--- config.mk ---
export PLATFORM = sky130hd
export DESIGN_NAME = hbwd_ram
export DESIGN_NICKNAME = d
export VERILOG_FILES = /design/src/rtl/core/hbwd_ram.sv
export SDC_FILE = /design/constraint.sdc
export NUM_CORES = 2
export LEC_CHECK = 0
export BUFFER_PORTS_ARGS = -buffer_cell sky130_fd_sc_hd__buf_2
export CAP_MARGIN = 20
export CORE_MARGIN = 2
export CORE_UTILIZATION = 50
export DETAILED_ROUTE_END_ITERATION = 10
export PLACE_DENSITY = 0.67
export SYNTH_ARGS = -nofsm -noshare
export SYNTH_HDL_FRONTEND = slang
export SYNTH_SLANG_ARGS = --single-unit
export TNS_END_PERCENT = 100
--- constraint.sdc ---
create_clock -name clk -period 5.6 [get_ports clk]
set_input_delay 0.56 -clock clk [delete_from_list [all_inputs] [get_ports clk]]
set_output_delay 0.56 -clock clk [all_outputs]
set_load 0.005 [all_outputs]
--- src/rtl/core/hbwd_ram.sv ---
// generic single-write, single-read ram with registered read data
module hbwd_ram #(
    parameter int WIDTH = 64,
    parameter int DEPTH = 64
) (
    input  logic                     clk,
    input  logic                     we,
    input  logic [$clog2(DEPTH)-1:0] waddr,
    input  logic [WIDTH-1:0]         wdata,
    input  logic                     re,
    input  logic [$clog2(DEPTH)-1:0] raddr,
    output logic [WIDTH-1:0]         rdata
);

    logic [WIDTH-1:0] mem [DEPTH];

    always_ff @(posedge clk)
    begin
        if (we)
        begin
            mem[waddr] <= wdata;
        end
        if (re)
        begin
            rdata <= mem[raddr];
        end
    end

endmodule

Word level (Yosys, flattened, before mapping)
Memory sizes are Yosys's and may differ from the RTL's. A register that Yosys moved wholly into a read port is not among the register bits. Cells that the tools add are included.

Bits in registers: 0. Memories: 1. Bits in writable memories: 4096.

Muxes and demuxes: 2.

Memory list: mem (words 64, bits a word 64, read ports 1, clocked after memory_dff 1, wr ports 1, RTL line 15) `logic [WIDTH-1:0] mem [DEPTH];`.

Operator list (count): $mux 1 (2).

Logic depth before layout (Yosys ltp)
Depth after elaboration: 2. Gate-level depth with buffers: 9. Gate-level depth less buffers: 5.

Worst setup path before layout
OpenSTA, ideal clock, no wires.

Path kind: input to register. Start point: input waddr[3]. End point: memory mem[48][0] (enable). Data arrival time: 5.432 ns. Setup slack: -0.396 ns. Cell stages on the path: 4. Library setup time: 0.564 ns. Cell sequence: clkbuf_1 nor2b_1 nand4b_1 nor3_1.

RTL lines: from (decl) (RTL line 8) `input logic [$clog2(DEPTH)-1:0] waddr,`; to (decl) (RTL line 15).

Straight into the memory's write port.

==> run metrics <==
met3 WL=42530 um; Core Area=312200 um2; placed cell areas=164500 um2; DRT iter0 DRCs=11624; port buffer count=142; clock network fraction of design power=41.2%; Cell Pwr Density=360.2 nW/um2; vias in the first global route=76198; Total Neg Setup Slack=0 ps; drc violations=0; Total GRT Usage=26.96%; worst min path class=input pin to flop; antenna violations before repair=33; Sink Count=4160; post-synthesis area per instance=23.79 um2; Logic pwr share=around 4.6%; EDFF count, synth=between 4000 and 5000; RSZ-0062 raised after global routing=no; Synth top area share=a little under 80%; Int Pwr=50.61 mW; fmax=335.5 MHz; CTS tree=done; slew margin rel.=around 18%; die height=around 560 um; synth warn=0; clk root buf=clkbuf_16; Synth area leader=edfxtp_1; IO Count=143; post-CTS resize count=0; Nets=7141; CP max FO=slightly below 90; cell area after layout=177800 um2; CP endpoint kind=flop; sequential share of the synthesized area=79.57%; total wire length=428200 um; drt via density=6.631; total of max-cap violations=0; crit path capture=rdata[22]; Die Wd=around 560 um; Netlist cell types=32; worst reg2reg path depth=5; Final setup viols=0; Post-Syn Area=157000 um2; fraction of layout cells with a size suffix above 1=28.49%; top area cells in the synthesized netlist=edfxtp_1, mux4_2, mux2i_1; min cycle time layout=2981 ps; Setup Skew=about 67 ps; fillers=around 22000; Setup CP Type=input pin to flop; Mapped Cells=6598; Pre-antenna DRT Iters=5; final cycle utilization of the critical path=53.22%; via count=76507; half-perimeter wire length after placement=roughly 230000 um; maximum VDD drop=0.2929 mV; Pins Over Slew Limit=0; total grt overflow=0; fraction of registers with async set/reset=0%; largest net degree at the start of global routing=115; P_sw=13.42 mW; # rows=between 200 and 250; slew of the pin with the lowest slew margin=approximately 1200 ps; Switching Share=20.95%; hold path cells=1; post-CTS setup buffer count=0; reg-to-reg slack, setup=about 3200 ps; Top Metal Used=met5; Crit. Startpoint=raddr[0]; routed len/inst=37.11 um; syn_nets=6677; final hold violation count=0; H-tree level count=5; Initial Utilization=50.29%; metal2 WL=207200 um; #FFs+latches synth=4160; antenna-violating nets left=0; Leak=between 50 and 60 nW; CTS Buf Count=400; outcome=complete, no violations; register share of total power=54.2%; met1 wire length=160300 um; CTS max path bufs=4; Critical R2R Capture=rdata[14]; die footprint=318500 um2; Clock transition at path regs=approximately 60 ps; top_reg_cell synth=edfxtp_1; Area Growth Syn to Fin=13.23%; Worst setup SP type=input pin; global-route wire length before repair=between 500000 and 600000 um; worst skew pair latency=950 ps; CP Data Required Time=6240 ps; FF-to-FF Start=mem[13][14]; crit path DAT=3620 ps; final RePlAce weighted congestion=0.7928
critical path: stages:
cell and delay (ps):
buf_12 530, buf_12 350, buf_12 360, mux4_2 550, a22o_1 260, nor2_1 490
a211oi_1 160
state kept, by name (all words and copies together), names as in the netlist:
register / cells
mem: 4096
rdata: 64
synthesized netlist by cell type (6+ instances only):
cell	n
edfxtp_1	4160
mux4_2	1024
buf_2	170
a22oi_1	168
clkbuf_1	140
mux2i_1	135
nor2_1	112
a22o_1	88
o22ai_1	83
and3_1	64
a211oi_1	63
nand2_1	58
nand3_1	45
o221ai_1	38
buf_4	34
or3_1	29
nor2b_1	28
or2_2	28
a41oi_1	26
buf_1	20
a2bb2oi_1	19
inv_1	19
a31oi_1	18
nand2b_1	11
buf_6	6
worst min-delay path by stage:
stage               slack [ps]           to        start
finish                      40  mem[62][62]    wdata[62]
CTS                        310   mem[21][8]     wdata[8]
global route                 1  mem[32][50]    wdata[50]
floorplan                  660    mem[0][0]     wdata[0]
detailed placement         900    rdata[42]  mem[44][42]
global placement           900    rdata[44]  mem[39][44]
power groups by stage:
stage | clock network (mW) | logic [mW] | registers (mW)
6_report | 26.4 | 2.94 | 34.7
5_1_grt | 27.8 | 3.10 | 34.7
4_1_cts | 26.6 | 2.90 | 34.7
3_5_place_dp | 0 | 2.90 | 35.4
3_3_place_gp | 0 | 2.83 | 35.3
2_1_floorplan | 0 | 1.61 | 35.3
stage by stage:
| stage | setup WS [ps] | std cells | hold slack, ps | total power, mW | utilization, % |
|---|---|---|---|---|---|
| final | 2619 | 11537 | 37.81 | 64.02 | 56.95 |
| after global routing | 2524 | 11523 | 1.150 | 65.62 | 56.94 |
| after CTS | 2555 | 11480 | 313.9 | 64.25 | 56.75 |
| after detailed placement | 1566 | 10765 | 902.2 | 38.26 | 52.68 |
| after global placement | 1191 | 10761 | 899.2 | 38.18 | 52.66 |
| after floorplan | 1010 | 6598 | 658.9 | 36.87 | - |
cell usage in the layout (no fill, tap or decap), types with 3 or more instances in the layout:
master	netlist	layout
edfxtp_1	4160	4160
mux4_2	1024	1024
clkbuf_16	0	407
buf_4	34	191
a22oi_1	168	168
buf_2	170	138
mux2i_1	135	135
clkinv_1	0	99
a22o_1	88	88
buf_12	0	86
o22ai_1	83	83
clkinv_2	0	75
nor2_4	0	65
and3_1	64	64
a211oi_1	63	63
clkbuf_1	140	63
nand2_1	58	56
nor2_1	112	47
nand3_1	45	45
o221ai_1	38	38
bufinv_16	0	36
or3_1	29	29
or2_2	28	28
a41oi_1	26	26
nor2b_1	28	24
diode_2	0	23
inv_1	19	19
a2bb2oi_1	19	19
a31oi_1	18	18
dlygate4sd3_1	0	13
clkinvlp_4	0	10
nand2b_1	11	9
clkinv_8	0	7
inv_6	0	7
clkinv_4	0	5
clkinv_16	0	4
nor2b_4	0	3
metal layers:
metal / GRT usage [%] / vias to the layer above
met5: 0 / -
met4: 10.40 / 6
met3: 4.391 / 822
met2: 42.99 / 4804
met1: 37.80 / 41368
li1: - / 29507
logic make-up after synthesis:
family,after synthesis,share of synthesized area (%)
flip-flops,4160,79.57
multiplexers,1159,15.55
AO/OA/AOI/OAI,504,2.467
buffers and inverters,389,1.176
AND/OR/NAND/NOR,386,1.235
repair_timing:
action                                  CTS  global route
hold buffers                              1            12
hold endpoints to repair                  7            58
endpoints found under the setup margin    0             0
cell type report:
type,count,area (um2),share of cell area (%)
Inverter,19,71.32,0.04012
Tap cell,4140,5180,2.914
Clock inverter,244,2262,1.273
Clock buffer,470,10420,5.862
Timing Repair Buffer,432,4061,2.285
Sequential cell,4160,124900,70.27
Multi-Input combinational cell,2049,30790,17.32
Antenna cell,23,57.56,0.03238
Power figures use the tool's default switching activity.
