File: config.mk
export PLATFORM = sky130hd
export DESIGN_NAME = hbwd_ctrl_flat
export DESIGN_NICKNAME = d
export VERILOG_FILES = /design/src/rtl/core/hbwd_pkg.sv /design/src/rtl/core/hbwd_if.sv /design/src/rtl/core/hbwd_ctrl.sv /design/src/flat_wrapper.sv
export SDC_FILE = /design/constraint.sdc
export NUM_CORES = 1
export LEC_CHECK = 0
export BUFFER_PORTS_ARGS = -buffer_cell sky130_fd_sc_hd__buf_2
export CAP_MARGIN = 40
export CORE_UTILIZATION = 31
export CTS_CLUSTER_DIAMETER = 30
export CTS_CLUSTER_SIZE = 30
export DETAILED_ROUTE_END_ITERATION = 12
export PLACE_DENSITY = 0.54
export SETUP_SLACK_MARGIN = 0.5
export SYNTH_ARGS = -nofsm -noshare
export SYNTH_HDL_FRONTEND = slang
export SYNTH_SLANG_ARGS = --single-unit
File: constraint.sdc
create_clock -name clk -period 23.9 [get_ports clk]
set_clock_uncertainty 0.05 [all_clocks]
set_input_delay 4.78 -clock clk [delete_from_list [all_inputs] [get_ports clk]]
set_output_delay 4.78 -clock clk [all_outputs]
set_load 0.005 [all_outputs]
File: src/rtl/core/hbwd_pkg.sv
// shared constants, codes and types for the heartbeat watchdog
package hbwd_pkg;

    localparam int CORES     = 64;
    localparam int ADDR_W    = $clog2(CORES);
    localparam int CNT_W     = $clog2(CORES + 1);

    localparam int ID_W      = 6;
    localparam int STAMP_W   = 64;
    localparam int MASK_W    = 64;
    localparam int FCNT_W    = 6;
    localparam int CCNT_W    = 7;
    localparam int CFG_IDX_W = 2;
    localparam int CFG_W     = 64;

    localparam logic [CFG_IDX_W-1:0] REG_ENABLE     = 2'd0;
    localparam logic [CFG_IDX_W-1:0] REG_THRESHOLD  = 2'd1;
    localparam logic [CFG_IDX_W-1:0] REG_CORE_COUNT = 2'd2;

    localparam logic [STAMP_W-1:0] THRESHOLD_RESET  = 64'd1000000000;
    localparam logic [CCNT_W-1:0]  CORE_COUNT_RESET = 7'd64;

    localparam logic CMD_PULSE = 1'b0;
    localparam logic CMD_SCAN  = 1'b1;

    typedef struct packed {
        logic               enable;
        logic [STAMP_W-1:0] threshold;
        logic [CCNT_W-1:0]  core_count;
    } cfg_t;

    typedef struct packed {
        logic               we;
        logic [ADDR_W-1:0]  waddr;
        logic [STAMP_W-1:0] wdata;
        logic               re;
        logic [ADDR_W-1:0]  raddr;
    } ram_req_t;

endpackage

File: src/rtl/core/hbwd_if.sv
// request and result channel interfaces of the heartbeat watchdog
interface hbwd_in_if import hbwd_pkg::*; ();
    logic               valid;
    logic               ready;
    logic               cmd;
    logic [ID_W-1:0]    core_id;
    logic [STAMP_W-1:0] now;

    modport source (output valid, output cmd, output core_id, output now, input ready);
    modport sink   (input valid, input cmd, input core_id, input now, output ready);
endinterface

interface hbwd_out_if import hbwd_pkg::*; ();
    logic              valid;
    logic              ready;
    logic [MASK_W-1:0] failed_mask;
    logic [FCNT_W-1:0] failed_count;

    modport source (output valid, output failed_mask, output failed_count, input ready);
    modport sink   (input valid, input failed_mask, input failed_count, output ready);
endinterface

File: src/rtl/core/hbwd_ctrl.sv
// pulse and scan sequencer: table read-modify-write, valid bits, result register
module hbwd_ctrl import hbwd_pkg::*; (
    input  logic               clk,
    input  logic               rst_n,
    input  cfg_t               cfg,
    hbwd_in_if.sink            hb_in,
    hbwd_out_if.source         hb_out,
    output ram_req_t           ram_req,
    input  logic [STAMP_W-1:0] ram_rdata
);

    localparam logic [1:0] S_IDLE = 2'd0;
    localparam logic [1:0] S_SCAN = 2'd1;
    localparam logic [1:0] S_DONE = 2'd2;

    logic [1:0]         state_reg, state_next;
    logic [CORES-1:0]   valid_reg, valid_next;
    logic [CNT_W-1:0]   idx_reg, idx_next;
    logic [CNT_W-1:0]   limit_reg, limit_next;
    logic               chk_vld_reg, chk_vld_next;
    logic               chk_hit_reg, chk_hit_next;
    logic [ADDR_W-1:0]  chk_idx_reg, chk_idx_next;
    logic [STAMP_W-1:0] now_reg, now_next;
    logic [MASK_W-1:0]  mask_reg, mask_next;
    logic [FCNT_W-1:0]  count_reg, count_next;
    logic               out_valid_reg, out_valid_next;
    logic [MASK_W-1:0]  out_mask_reg, out_mask_next;
    logic [FCNT_W-1:0]  out_count_reg, out_count_next;

    logic [STAMP_W-1:0] stamp;
    logic [STAMP_W-1:0] age;
    logic               stale;
    logic               id_in_range;

    assign hb_in.ready         = (state_reg == S_IDLE);
    assign hb_out.valid        = out_valid_reg;
    assign hb_out.failed_mask  = out_mask_reg;
    assign hb_out.failed_count = out_count_reg;

    // entry without a valid bit reads as never seen
    assign stamp = chk_hit_reg ? ram_rdata : '0;
    assign age   = now_reg - stamp;
    assign stale = chk_vld_reg && (stamp != '0) && (age > cfg.threshold);

    assign id_in_range = ({1'b0, hb_in.core_id} < (ID_W + 1)'(CORES));

    always_comb
    begin
        state_next     = state_reg;
        valid_next     = valid_reg;
        idx_next       = idx_reg;
        limit_next     = limit_reg;
        chk_vld_next   = 1'b0;
        chk_hit_next   = chk_hit_reg;
        chk_idx_next   = chk_idx_reg;
        now_next       = now_reg;
        mask_next      = mask_reg;
        count_next     = count_reg;
        out_valid_next = out_valid_reg && !hb_out.ready;
        out_mask_next  = out_mask_reg;
        out_count_next = out_count_reg;

        ram_req       = '0;
        ram_req.raddr = idx_reg[ADDR_W-1:0];
        ram_req.waddr = chk_idx_reg;

        case (state_reg)
            S_IDLE:
            begin
                if (hb_in.valid)
                begin
                    if (hb_in.cmd == CMD_PULSE)
                    begin
                        if (id_in_range)
                        begin
                            ram_req.we    = 1'b1;
                            ram_req.waddr = hb_in.core_id[ADDR_W-1:0];
                            ram_req.wdata = hb_in.now;
                            valid_next[hb_in.core_id[ADDR_W-1:0]] = 1'b1;
                        end
                    end
                    else if (cfg.enable)
                    begin
                        now_next   = hb_in.now;
                        idx_next   = CNT_W'(1);
                        mask_next  = '0;
                        count_next = '0;
                        if (cfg.core_count > CCNT_W'(CORES))
                        begin
                            limit_next = CNT_W'(CORES);
                        end
                        else
                        begin
                            limit_next = cfg.core_count[CNT_W-1:0];
                        end
                        state_next = S_SCAN;
                    end
                end
            end
            S_SCAN:
            begin
                if (idx_reg < limit_reg)
                begin
                    ram_req.re   = 1'b1;
                    chk_vld_next = 1'b1;
                    chk_idx_next = idx_reg[ADDR_W-1:0];
                    chk_hit_next = valid_reg[idx_reg[ADDR_W-1:0]];
                    idx_next     = idx_reg + CNT_W'(1);
                end
                else if (!chk_vld_reg)
                begin
                    state_next = S_DONE;
                end
            end
            S_DONE:
            begin
                if (!out_valid_reg || hb_out.ready)
                begin
                    out_valid_next = 1'b1;
                    out_mask_next  = mask_reg;
                    out_count_next = count_reg;
                    state_next     = S_IDLE;
                end
            end
            default:
            begin
                state_next = S_IDLE;
            end
        endcase

        // write back a cleared stamp, during the next entry's read if any
        if (stale)
        begin
            ram_req.we    = 1'b1;
            ram_req.waddr = chk_idx_reg;
            ram_req.wdata = '0;
            valid_next[chk_idx_reg] = 1'b0;
            mask_next  = mask_reg | (MASK_W'(1) << chk_idx_reg);
            count_next = count_reg + FCNT_W'(1);
        end
    end

    always_ff @(posedge clk or negedge rst_n)
    begin
        if (!rst_n)
        begin
            state_reg     <= S_IDLE;
            valid_reg     <= '0;
            chk_vld_reg   <= 1'b0;
            out_valid_reg <= 1'b0;
        end
        else
        begin
            state_reg     <= state_next;
            valid_reg     <= valid_next;
            chk_vld_reg   <= chk_vld_next;
            out_valid_reg <= out_valid_next;
        end
    end

    always_ff @(posedge clk)
    begin
        idx_reg       <= idx_next;
        limit_reg     <= limit_next;
        chk_hit_reg   <= chk_hit_next;
        chk_idx_reg   <= chk_idx_next;
        now_reg       <= now_next;
        mask_reg      <= mask_next;
        count_reg     <= count_next;
        out_mask_reg  <= out_mask_next;
        out_count_reg <= out_count_next;
    end

    a_chk_only_in_scan: assert property (@(posedge clk) disable iff (!rst_n)
        chk_vld_reg |-> (state_reg == S_SCAN))
        else $error("entry check outside a scan");

    a_no_same_entry: assert property (@(posedge clk) disable iff (!rst_n)
        (ram_req.we && ram_req.re) |-> (ram_req.waddr != ram_req.raddr))
        else $error("read and write of the same table entry in one cycle");

    a_stale_cleared: assert property (@(posedge clk) disable iff (!rst_n)
        stale |=> !valid_reg[$past(chk_idx_reg)])
        else $error("flagged entry still valid after clear");

    a_count_matches_mask: assert property (@(posedge clk) disable iff (!rst_n)
        (state_reg == S_DONE) |-> (32'(count_reg) == $countones(mask_reg)))
        else $error("failure count disagrees with mask");

    a_done_drained: assert property (@(posedge clk) disable iff (!rst_n)
        (state_reg == S_DONE) |-> !chk_vld_reg)
        else $error("result formed with an entry check in flight");

endmodule

File: src/flat_wrapper.sv
// flat-port wrapper written by rule: the top's interface ports become plain ports
module hbwd_ctrl_flat import hbwd_pkg::*;
  (clk, rst_n, cfg, ram_req, ram_rdata, hb_in_valid, hb_in_cmd, hb_in_core_id, hb_in_now, hb_in_ready, hb_out_valid, hb_out_failed_mask, hb_out_failed_count, hb_out_ready);
  hbwd_in_if hb_in_i ();
  hbwd_out_if hb_out_i ();
  input  logic clk;
  input  logic rst_n;
  input  cfg_t cfg;
  output ram_req_t ram_req;
  input  logic [STAMP_W-1:0] ram_rdata;
  input wire logic [$bits(hb_in_i.valid)-1:0] hb_in_valid;
  input wire logic [$bits(hb_in_i.cmd)-1:0] hb_in_cmd;
  input wire logic [$bits(hb_in_i.core_id)-1:0] hb_in_core_id;
  input wire logic [$bits(hb_in_i.now)-1:0] hb_in_now;
  output wire logic [$bits(hb_in_i.ready)-1:0] hb_in_ready;
  output wire logic [$bits(hb_out_i.valid)-1:0] hb_out_valid;
  output wire logic [$bits(hb_out_i.failed_mask)-1:0] hb_out_failed_mask;
  output wire logic [$bits(hb_out_i.failed_count)-1:0] hb_out_failed_count;
  input wire logic [$bits(hb_out_i.ready)-1:0] hb_out_ready;
  assign hb_in_i.valid = hb_in_valid;
  assign hb_in_i.cmd = hb_in_cmd;
  assign hb_in_i.core_id = hb_in_core_id;
  assign hb_in_i.now = hb_in_now;
  assign hb_in_ready = hb_in_i.ready;
  assign hb_out_valid = hb_out_i.valid;
  assign hb_out_failed_mask = hb_out_i.failed_mask;
  assign hb_out_failed_count = hb_out_i.failed_count;
  assign hb_out_i.ready = hb_out_ready;
  hbwd_ctrl u_core (.clk(clk), .rst_n(rst_n), .cfg(cfg), .hb_in(hb_in_i), .hb_out(hb_out_i), .ram_req(ram_req), .ram_rdata(ram_rdata));
endmodule
* Word-level counts from Yosys, hierarchy flattened *
Cells that the tools add are included.

cells by class
  shift-type cells = 1
  divide/modulo/power cells = 0
  reductions and logical operators = 21
  order comparisons = 8
  multiply operators = 0
  multiplexer cells = 41
  $add $sub $neg = 3
  bitwise logic cells = 4
  equal/unequal tests = 9

operators by type and width
  kind                  count
  $mux 64               10
  $mux 71               4
  $or 64x64->64         2
  $and 64x64->64        1
  $gt 64x64->1          1
  $not 64->64           1
  $reduce_bool 64->1    1
  $shl 1x6->64 const A  1
  $sub 64x64->64        1
  $mux 6                5
  $mux 7                4
  $lt 6x7->1 const B    3
  $pmux 7 s2            1
  $demux 1 s6           2
  $ge 6x1->1 const B    2
  $mux 2                6
  $ne 2x2->1 const B    5
  $reduce_bool 2->1     5
  $reduce_and 4->1      2
  $add 7x1->7 const B   1
  $gt 7x7->1 const B    1
  $lt 7x7->1            1
  $mux 1                7
  $add 6x1->6 const B   1
  12 further kinds      19

word-level totals
  word-level logic and storage cells = 100
  memory bits (writable) = 0
  input bits = 211
  output and inout bits = 150
  register bits after elaboration = 293
  latch bits = 0
  bits in read-only memories = 0
  memories = 0

* Longest topological paths before layout *
Gate-level depths: netlist of run 1.

  word-level depth = 10
  depth in mapped cells = 28
  depth with buffers taken out = 25

* Worst setup path before layout of run 1 *
No wires, ideal clock.

  path type = in2out
  from = input ram_rdata[0]
  to = output ram_req[71] (netlist bit)
  path slack = 9.570 ns
  arrival = 9.500 ns
  stages on the path = 25
  cells stage by stage = and2_1 -> ha_1 -> inv_1 -> fa_1 -> a21oi_1 -> o221a_2 -> o31a_1 -> o211ai_1 -> o21ai_0 -> a21oi_1 -> nor2_1 -> o21a_1 -> o21ai_0 -> xor2_1 -> ha_1 -> nand3_1 -> or4_1 -> or4_1 -> nor4_1 -> a221oi_1 -> o211ai_1 -> o21ai_2 -> and2_1 -> buf_2 -> mux2_2

RTL lines
  item         line                text
  from (decl)  flat_wrapper.sv:10  input logic [STAMP_W-1:0] ram_rdata;
  to (decl)    flat_wrapper.sv:9   output ram_req_t ram_req;

==> results of run 1 <==
-- routing by layer --
layer,routed length [um],GRT usage [%],vias to the layer above,part of all wire (%)
li1,-,-,7029,-
met1,24900,25.2,7231,41
met2,29700,36.0,557,49
met3,4220,4.83,108,6.9
met4,2140,9.27,0,3.5
met5,0,0,-,0
-- area by class of cell --
class                           instances  area [um2]  area share (%)
Antenna cell                            4        10.0          0.0438
Sequential cell                       293        8460            37.0
Multi-Input combinational cell       1223        8250            36.1
Clock inverter                         48         651            2.85
Timing Repair Buffer                  397        2160            9.43
Tap cell                              748         936            4.10
Clock buffer                           94        2040            8.94
Inverter                               94         354            1.55
-- kinds of logic (layout without fill, tap and decap cells) --
kind of cell / after synthesis / count (layout) / synth area share, %
AOI/OAI and AO/OA: 477 / 477 / 16.2
xor gates and xnor gates: 67 / 67 / 3.38
adders and majority gates: 136 / 136 / 9.84
buffers and inverters: 176 / 633 / 4.05
DFF: 293 / 293 / 48.7
muxes: 27 / 27 / 3.11
other: 0 / 4 / 0
and+or+nand+nor: 516 / 516 / 14.7
-- cell usage in the layout, fill, tap and decap left out, types with 68 or more instances in the layout --
master,count
and3_1,72
buf_2,363
edfxtp_1,225
nor2_1,138
dfrtp_1,68
ha_1,135
inv_1,93
a21oi_1,281
clkbuf_16,78
nand2_1,130
-- stage by stage --
stage                     hold slack, ns  power [uW]  setup slack (ns)  area (um2)
after floorplan                    0.377        1230              9.57       17400
after global placement             0.384        1490              7.40       20000
after detailed placement           0.387        1510              7.60       20100
after CTS                          0.392        2580              7.56       22800
after global routing               0.403        2700              7.18       22800
final                              0.392        2560              7.56       22900
-- report_power, final --
group / switching, uW / internal, uW
Combinational: 469 / 317
Clock: 325 / 728
Sequential: 59.0 / 659
-- worst paths after layout --
path,to,startpoint,cells after the start
setup / recovery,ram_req[72],ram_rdata[7],25
hold / removal,u_core.hb_out.failed_mask[44],u_core.mask_reg[44],0
setup reg to reg,u_core.valid_reg[24],u_core.chk_hit_reg,27
hold reg to reg,u_core.hb_out.failed_mask[44],u_core.mask_reg[44],0
max in group asynchronous,u_core.valid_reg[60],rst_n,3
min in group asynchronous,u_core.valid_reg[14],rst_n,2
==> impl_metrics.py, run 1 <==
metrics = {
    "cells_and_area": {
        "n_fill_cell": 5405,
        "drive_gt1_share_pct": 26.7,
        "layoutNonFillerInstCount": 2901,
        "final_util_pct": 41.4,
        "synthToLayoutAreaGrowth_pct": 31.6,
        "nNetsFinal": 2433,
    },
    "sta": {
        "rsz0062_at_grt": "false",
        "fin_crit_ns": 16.34,
        "setup-violations-final": 0,
        "hold_viol": 0,
        "tightest_slew_ns": 0.947,
        "slew_headroom_pct": 36.4,
        "finalMaxSlewViolations": 0,
        "final.setup.tns_ns": 0,
        "min_period_over_period_pct": 68.4,
        "clock.fmax_mhz": 61.2,
    },
    "worst_setup_path": {
        "cp-start-kind": "input pin",
        "cp_slowest_cell": "or4_1",
        "critPathRequiredTime_ns": 19.07,
        "crit_family": "compound AO/OA/AOI/OAI gates",
        "cp_max_fo": 25,
        "cp.arrival_ns": 11.51,
        "reg2reg_slack_ns": 15.52,
        "crit_top_cell": "nand2_1",
        "critical_path_class": "input pin to output pin",
        "crit_buf_inv": 3,
        "cpPeakStageDelay_ns": 0.57,
        "end_kind": "output pin",
    },
    "drt": {
        "routedWlPerCell_um": 21.0,
        "drtPass1Iterations": 5,
        "dr.first_iter.drc_count": 1077,
        "num_vias": 14925,
        "drc": 0,
        "avgViaCountPerCell": 5.14,
        "ant_nets": 0,
        "wirelength_um": 61000,
    },
    "cts": {
        "clock-root-buffer": "clkbuf_16",
        "clock_sinks": 293,
        "cts.hold.buffers_added": 0,
        "cts_buffer_depth": 3,
        "postCtsResizedCells": 0,
        "clkSlewWorstSetupHoldPaths_ns": 0.04,
        "insertion_delay_ns": 0.60,
        "cts_buffers": 77,
        "cts_max_level": 3,
        "cts_tree": "yes",
        "cts_setup_buffers": 0,
    },
    "synthesis": {
        "synth_ff_type": "edfxtp_1",
        "async_reset_ff_share_pct": 23.2,
        "synthTopCellsByCount": "a21oi_1 (281), edfxtp_1 (225), nor2_1 (140)",
        "yosysMostFrequentCell": "a21oi_1",
        "ys_seq_area_share_pct": 48.7,
        "yosysTopAreaCell": "edfxtp_1",
        "synth_cells": 1692,
        "yosysWarnings": 0,
        "netlist_top_cells_area": "edfxtp_1 (39%), dfrtp_1 (9.8%), ha_1 (9.7%)",
        "ys_types": 67,
        "yosysTopAreaCellShare_pct": 38.9,
        "netlist_area_um2": 17400,
        "syn_avg_cell_area_um2": 10.3,
        "synth_nets": 2039,
        "synth-edff-count": 225,
        "ys_ff_latch": 293,
    },
    "run": {
        "maxCapViolCount": 0,
    },
    "global_routing": {
        "grt_max_degree": 71,
        "gr-total-overflow": 0,
        "track_usage_pct": 21.1,
        "grt_pass1_wl_um": 90000,
        "grt_pass1_vias": 15207,
        "antenna_found_initial": 5,
    },
    "place": {
        "numPortBuffers": 360,
        "place_hpwl_um": 46100,
        "gp_congestion": 0.898,
        "place.detailed.instances": 2755,
    },
    "die": {
        "core_region_area_um2": 55200,
        "die_x_um": 239,
        "core.rowCount": 86,
        "initial_core_util_pct": 31.5,
        "pin_count": 361,
        "die-area_um2": 57000,
        "die_y_um": 239,
    },
    "pwr": {
        "peakVddDrop_uv": 61.5,
        "power_density_nw_per_um2": 112,
        "p_leak_uw": 0.0102,
    },
    "min_path": {
        "min_path_type": "flip-flop to flip-flop",
    },
    "status": {
        "outcome": "finished, final reports clean",
    },
}
(Power assumes the default switching activity.)
==> inputs of run 2 (changes only) <==
Settings changed: ABC_AREA set to 1, PLACE_DENSITY 0.54 to 0.53.
Clock period 23.9 ns to 16.8 ns, I/O delays scaled along.
==> impl_metrics.py, run 2 <==
metrics = {
    "cts": {
        "cts_buffer_depth": 3,
        "cts.hold.buffers_added": 0,
        "cts_buffers": 82,
        "cts_tree": "yes",
        "clkSlewWorstSetupHoldPaths_ns": 0.05,
        "cts_setup_buffers": 0,
        "clock-root-buffer": "clkbuf_16",
        "cts_max_level": 3,
        "postCtsResizedCells": 0,
        "insertion_delay_ns": 0.62,
        "clock_sinks": 293,
    },
    "status": {
        "outcome": "finished, final reports clean",
    },
    "cells_and_area": {
        "final_cell_mix": "nand2_1 (680), inv_1 (453), nor2_1 (447)",
        "layoutNonFillerInstCount": 4183,
        "final_common_cell": "nand2_1",
        "synthToLayoutAreaGrowth_pct": 26.6,
        "nNetsFinal": 3597,
        "drive_gt1_share_pct": 16.0,
    },
    "die": {
        "die_y_um": 261,
        "initial_core_util_pct": 31.5,
        "core_region_area_um2": 66200,
        "die_x_um": 261,
        "pin_count": 361,
        "die-area_um2": 68400,
        "core.rowCount": 94,
    },
    "sta": {
        "hold_viol": 0,
        "finalMaxSlewViolations": 0,
        "clock.fmax_mhz": 81.5,
        "min_period_over_period_pct": 73.0,
        "fin_worst_hold_slack_ns": 0.393,
        "fin_crit_ns": 12.27,
        "slew_headroom_pct": 43.7,
        "rsz0062_at_grt": "false",
        "final.setup.tns_ns": 0,
        "tightest_slew_ns": 0.844,
        "setup-violations-final": 0,
    },
    "worst_setup_path": {
        "critPathRequiredTime_ns": 13.39,
        "cp.arrival_ns": 8.86,
        "critical_path_class": "input pin to output pin",
        "cp-start-kind": "input pin",
        "cp_max_fo": 66,
        "end_kind": "output pin",
    },
    "pwr": {
        "p_leak_uw": 0.0128,
        "peakVddDrop_uv": 80.6,
        "power_density_nw_per_um2": 160,
        "power_uw": 4220,
    },
    "global_routing": {
        "track_usage_pct": 22.4,
        "gr-total-overflow": 0,
        "grt_pass1_wl_um": 115000,
        "grt_pass1_vias": 19405,
        "antenna_found_initial": 3,
        "grt_max_degree": 78,
    },
    "synthesis": {
        "yosysTopAreaCellShare_pct": 32.4,
        "netlist_top_cells_area": "edfxtp_1 (32%), nand2_1 (12%), inv_1 (8.2%)",
        "synthTopCellsByCount": "nand2_1 (681), inv_1 (454), nor2_1 (448)",
        "yosysMostFrequentCell": "nand2_1",
        "yosysWarnings": 0,
        "ys_seq_area_share_pct": 40.5,
        "ys_ff_latch": 293,
        "synth-edff-count": 225,
        "yosysTopAreaCell": "edfxtp_1",
        "synth_cells": 2881,
        "ys_types": 36,
        "netlist_area_um2": 20900,
        "syn_avg_cell_area_um2": 7.24,
        "synth_ff_type": "edfxtp_1",
        "synth_nets": 3228,
        "async_reset_ff_share_pct": 23.2,
    },
    "drt": {
        "wirelength_um": 78800,
        "avgViaCountPerCell": 4.87,
        "routedWlPerCell_um": 18.8,
        "num_vias": 20385,
        "dr.first_iter.drc_count": 1414,
        "drc": 0,
        "drtPass1Iterations": 6,
        "ant_nets": 0,
    },
    "run": {
        "maxCapViolCount": 0,
    },
    "place": {
        "place_hpwl_um": 59700,
        "gp_congestion": 0.960,
        "numPortBuffers": 360,
        "place.detailed.instances": 4030,
    },
    "min_path": {
        "min_path_type": "flip-flop to flip-flop",
    },
}
==> run 2: cell types whose count changed in the layout (fill, tap and decap cells not counted), moves of 62 or more <==
| cell | previous run | this run |
|---|---|---|
| nand2_1 | 130 | 680 |
| and3_1 | 72 | 0 |
| nor2_1 | 138 | 447 |
| inv_1 | 93 | 453 |
| nand3_1 | 24 | 179 |
| o21ai_0 | 45 | 154 |
| a21oi_1 | 281 | 219 |
| nand4_1 | 28 | 99 |
==> run 2: layout make-up <==
class	instances	area [um2]
Clock buffer	91	2110
Fill cell	6905	39800
Antenna cell	2	5.00
Clock inverter	60	772
Timing Repair Buffer	383	2070
Multi-Input combinational cell	2035	10200
Tap cell	864	1080
Inverter	455	1710
Sequential cell	293	8460
==> run 2: power by group <==
| part | internal (uW) | switching [uW] | leakage [uW] |
|---|---|---|---|
| Combinational | 477 | 1070 | 0.00845 |
| Clock | 1090 | 510 | 0.00138 |
| Sequential | 987 | 85.1 | 0.00293 |
| Total | 2560 | 1670 | 0.0128 |
==> run 2: cell families after synthesis <==
logic type,share of synthesized area [%]
XOR/XNOR,1.72
buffers and inverters,10.6
AND/OR/NAND/NOR,28.7
adder cells (fa/ha/maj),8.19
flip-flops,40.5
AO/OA/AOI/OAI,10.2
==> run 2: routing by layer <==
layer | GRT usage (%) | vias up | part of all wire, %
li1 | - | 10186 | -
met1 | 28.6 | 9391 | 43
met2 | 38.1 | 679 | 48
met3 | 3.03 | 127 | 5.6
met4 | 8.85 | 2 | 3.1
met5 | 0 | - | 0.010
==> run 2: path summary, 6_finish.rpt <==
| path | from | to | slack [ns] | cells after the start |
|---|---|---|---|---|
| hold / removal | u_core.mask_reg[2] | u_core.hb_out.failed_mask[2] | 0.39 | 0 |
| setup reg to reg | u_core.chk_hit_reg | u_core.mask_reg[49] | 9.22 | 23 |
| setup / recovery | ram_rdata[26] | ram_req[72] | 4.53 | 24 |
| hold reg to reg | u_core.mask_reg[2] | u_core.hb_out.failed_mask[2] | 0.39 | 0 |
| min in group asynchronous | rst_n | u_core.valid_reg[12] | 2.75 | 2 |
| max in group asynchronous | rst_n | u_core.hb_out.valid | 13.33 | 3 |
==> run 2: worst max-delay path, stage by stage <==
cell     delay (ns)
buf_2          0.08
nand2_1        0.07
ha_1           0.42
nand2_1        0.12
nor2_1         0.12
inv_1          0.07
nor3_1         0.33
nand2_1        0.08
o21ai_0        0.64
nand2_1        0.18
nand3_1        0.12
nand2_1        0.08
ha_1           0.29
a21oi_1        0.15
o21ai_0        0.11
a21oi_1        0.14
nand2_1        0.08
a21oi_1        0.31
nand2_4        0.53
nand2_4        0.49
buf_4          0.57
nand2_1        0.20
nand2_1        0.11
buf_2          0.11
==> run 2: through the flow <==
| step | area, um2 | util (%) | setup slack [ns] |
|---|---|---|---|
| after floorplan | 20900 | - | 5.52 |
| after global placement | 23400 | 35.3 | 4.57 |
| after detailed placement | 23500 | 35.6 | 4.58 |
| after CTS | 26400 | 39.9 | 4.56 |
| after global routing | 26400 | 39.9 | 4.02 |
| final | 26400 | 39.9 | 4.53 |
==> inputs of run 3 (changes only) <==
Settings changed: PLACE_DENSITY 0.53 to 0.55.
Clock period 16.8 ns to 10.3 ns, I/O delays scaled along.
==> impl_metrics.py, run 3 (synthesized netlist as in run 2, its figures left out) <==
metrics = {
    "status": {
        "outcome": "finished, final reports clean",
    },
    "drt": {
        "drtPass1Iterations": 5,
        "ant_nets": 0,
        "routedWlPerCell_um": 18.6,
        "num_vias": 20565,
        "avgViaCountPerCell": 4.92,
        "dr.first_iter.drc_count": 1536,
        "drc": 0,
        "wirelength_um": 77700,
    },
    "place": {
        "place_hpwl_um": 58900,
        "numPortBuffers": 360,
        "gp_congestion": 0.967,
    },
    "cts": {
        "cts_tree": "yes",
        "postCtsResizedCells": 0,
        "clock-root-buffer": "clkbuf_16",
        "cts_setup_buffers": 0,
        "insertion_delay_ns": 0.61,
        "cts_buffer_depth": 3,
        "cts.hold.buffers_added": 0,
        "cts_max_level": 3,
        "clkSlewWorstSetupHoldPaths_ns": 0.04,
        "clock_sinks": 293,
        "cts_buffers": 80,
    },
    "cells_and_area": {
        "synthToLayoutAreaGrowth_pct": 26.6,
        "final_common_cell": "nand2_1",
        "nNetsFinal": 3596,
        "final_cell_mix": "nand2_1 (680), inv_1 (453), nor2_1 (447)",
        "drive_gt1_share_pct": 15.8,
    },
    "die": {
        "pin_count": 361,
        "initial_core_util_pct": 31.5,
        "die_x_um": 261,
        "die-area_um2": 68400,
        "core_region_area_um2": 66200,
        "core.rowCount": 94,
        "die_y_um": 261,
    },
    "global_routing": {
        "track_usage_pct": 22.2,
        "gr-total-overflow": 0,
        "grt_pass1_wl_um": 115000,
        "grt_pass1_vias": 19911,
        "antenna_found_initial": 5,
        "grt_max_degree": 79,
    },
    "sta": {
        "hold_viol": 0,
        "fin_worst_hold_slack_ns": 0.395,
        "finalMaxSlewViolations": 0,
        "tightest_slew_ns": 0.803,
        "clock.fmax_mhz": 110,
        "rsz0062_at_grt": "false",
        "final.setup.tns_ns": 0,
        "fin_crit_ns": 9.06,
        "slew_headroom_pct": 45.9,
        "setup-violations-final": 0,
        "min_period_over_period_pct": 88.0,
    },
    "worst_setup_path": {
        "cp-start-kind": "input pin",
        "critical_path_class": "input pin to output pin",
        "r2r-start": "u_core.chk_hit_reg",
        "cp_max_fo": 50,
        "reg2reg_slack_ns": 3.22,
        "critPathRequiredTime_ns": 8.19,
        "crit_end": "ram_req[77]",
        "rr_worst_depth": 26,
        "cp.arrival_ns": 6.95,
        "end_kind": "output pin",
        "cp-startpoint": "ram_rdata[3]",
        "r2r_end": "u_core.mask_reg[61]",
    },
    "min_path": {
        "min_path_type": "flip-flop to flip-flop",
    },
    "run": {
        "maxCapViolCount": 0,
    },
    "pwr": {
        "peakVddDrop_uv": 132,
        "p_leak_uw": 0.0128,
        "power_uw": 6880,
        "power_density_nw_per_um2": 260,
    },
}
run 3: power breakdown:
| part | total, uW | switching, uW | internal (uW) | leakage [uW] |
|---|---|---|---|---|
| Sequential | 1740 | 131 | 1610 | 0.00293 |
| Combinational | 2530 | 1760 | 770 | 0.00845 |
| Clock | 2610 | 817 | 1800 | 0.00138 |
| Total | 6880 | 2700 | 4180 | 0.0128 |
run 3: worst min-delay path by stage:
stage | startpoint | end | cells after the start
after global placement | u_core.mask_reg[60] | u_core.hb_out.failed_mask[60] | 0
after detailed placement | u_core.mask_reg[62] | u_core.hb_out.failed_mask[62] | 0
final | u_core.mask_reg[62] | u_core.hb_out.failed_mask[62] | 0
after CTS | u_core.mask_reg[19] | u_core.hb_out.failed_mask[19] | 0
after floorplan | u_core.mask_reg[0] | u_core.hb_out.failed_mask[0] | 0
after global routing | u_core.mask_reg[60] | u_core.hb_out.failed_mask[60] | 0
run 3: layout make-up:
class	instances	area [um2]
fillers	6933	39800
multi-input cells	2035	10200
flip-flops and latches	293	8460
clock buffers	97	2120
repair buffers	384	2070
inverters	455	1710
well taps	864	1080
clock inverters	52	753
diodes	2	5.00
run 3: metrics by stage:
step,std cells,setup slack (ns),util (%),cell area (um2)
floorplan,2881,2.66,-,20900
CTS,4180,1.22,39.9,26400
global placement,4026,1.29,35.4,23400
global route,4181,0.837,39.9,26400
detailed placement,4031,1.23,35.6,23600
finish,4182,1.24,39.9,26400
run 3: routing by layer:
layer / part of all wire, % / up-vias / GRT usage [%]
li1: - / 10169 / -
met1: 41 / 9448 / 27.3
met2: 48 / 763 / 38.0
met3: 6.5 / 179 / 3.79
met4: 4.3 / 6 / 9.85
met5: 0.036 / - / 0
run 3: worst max-delay path, stage by stage:
cell,delay [ns]
buf_2,0.08
nand2_1,0.07
ha_1,0.39
nand2_1,0.09
nor2_1,0.21
nand2_1,0.08
nand2_1,0.16
a21oi_1,0.15
o21ai_0,0.68
nand2_1,0.17
nand3_1,0.12
nand2_1,0.08
ha_1,0.30
nand2_1,0.07
nor2_1,0.13
nand3_1,0.08
nor3_1,0.20
nand3_1,0.21
inv_1,0.09
nand2_1,0.08
nand2_4,0.50
nand2_4,0.47
nand2_1,0.27
buf_2,0.15
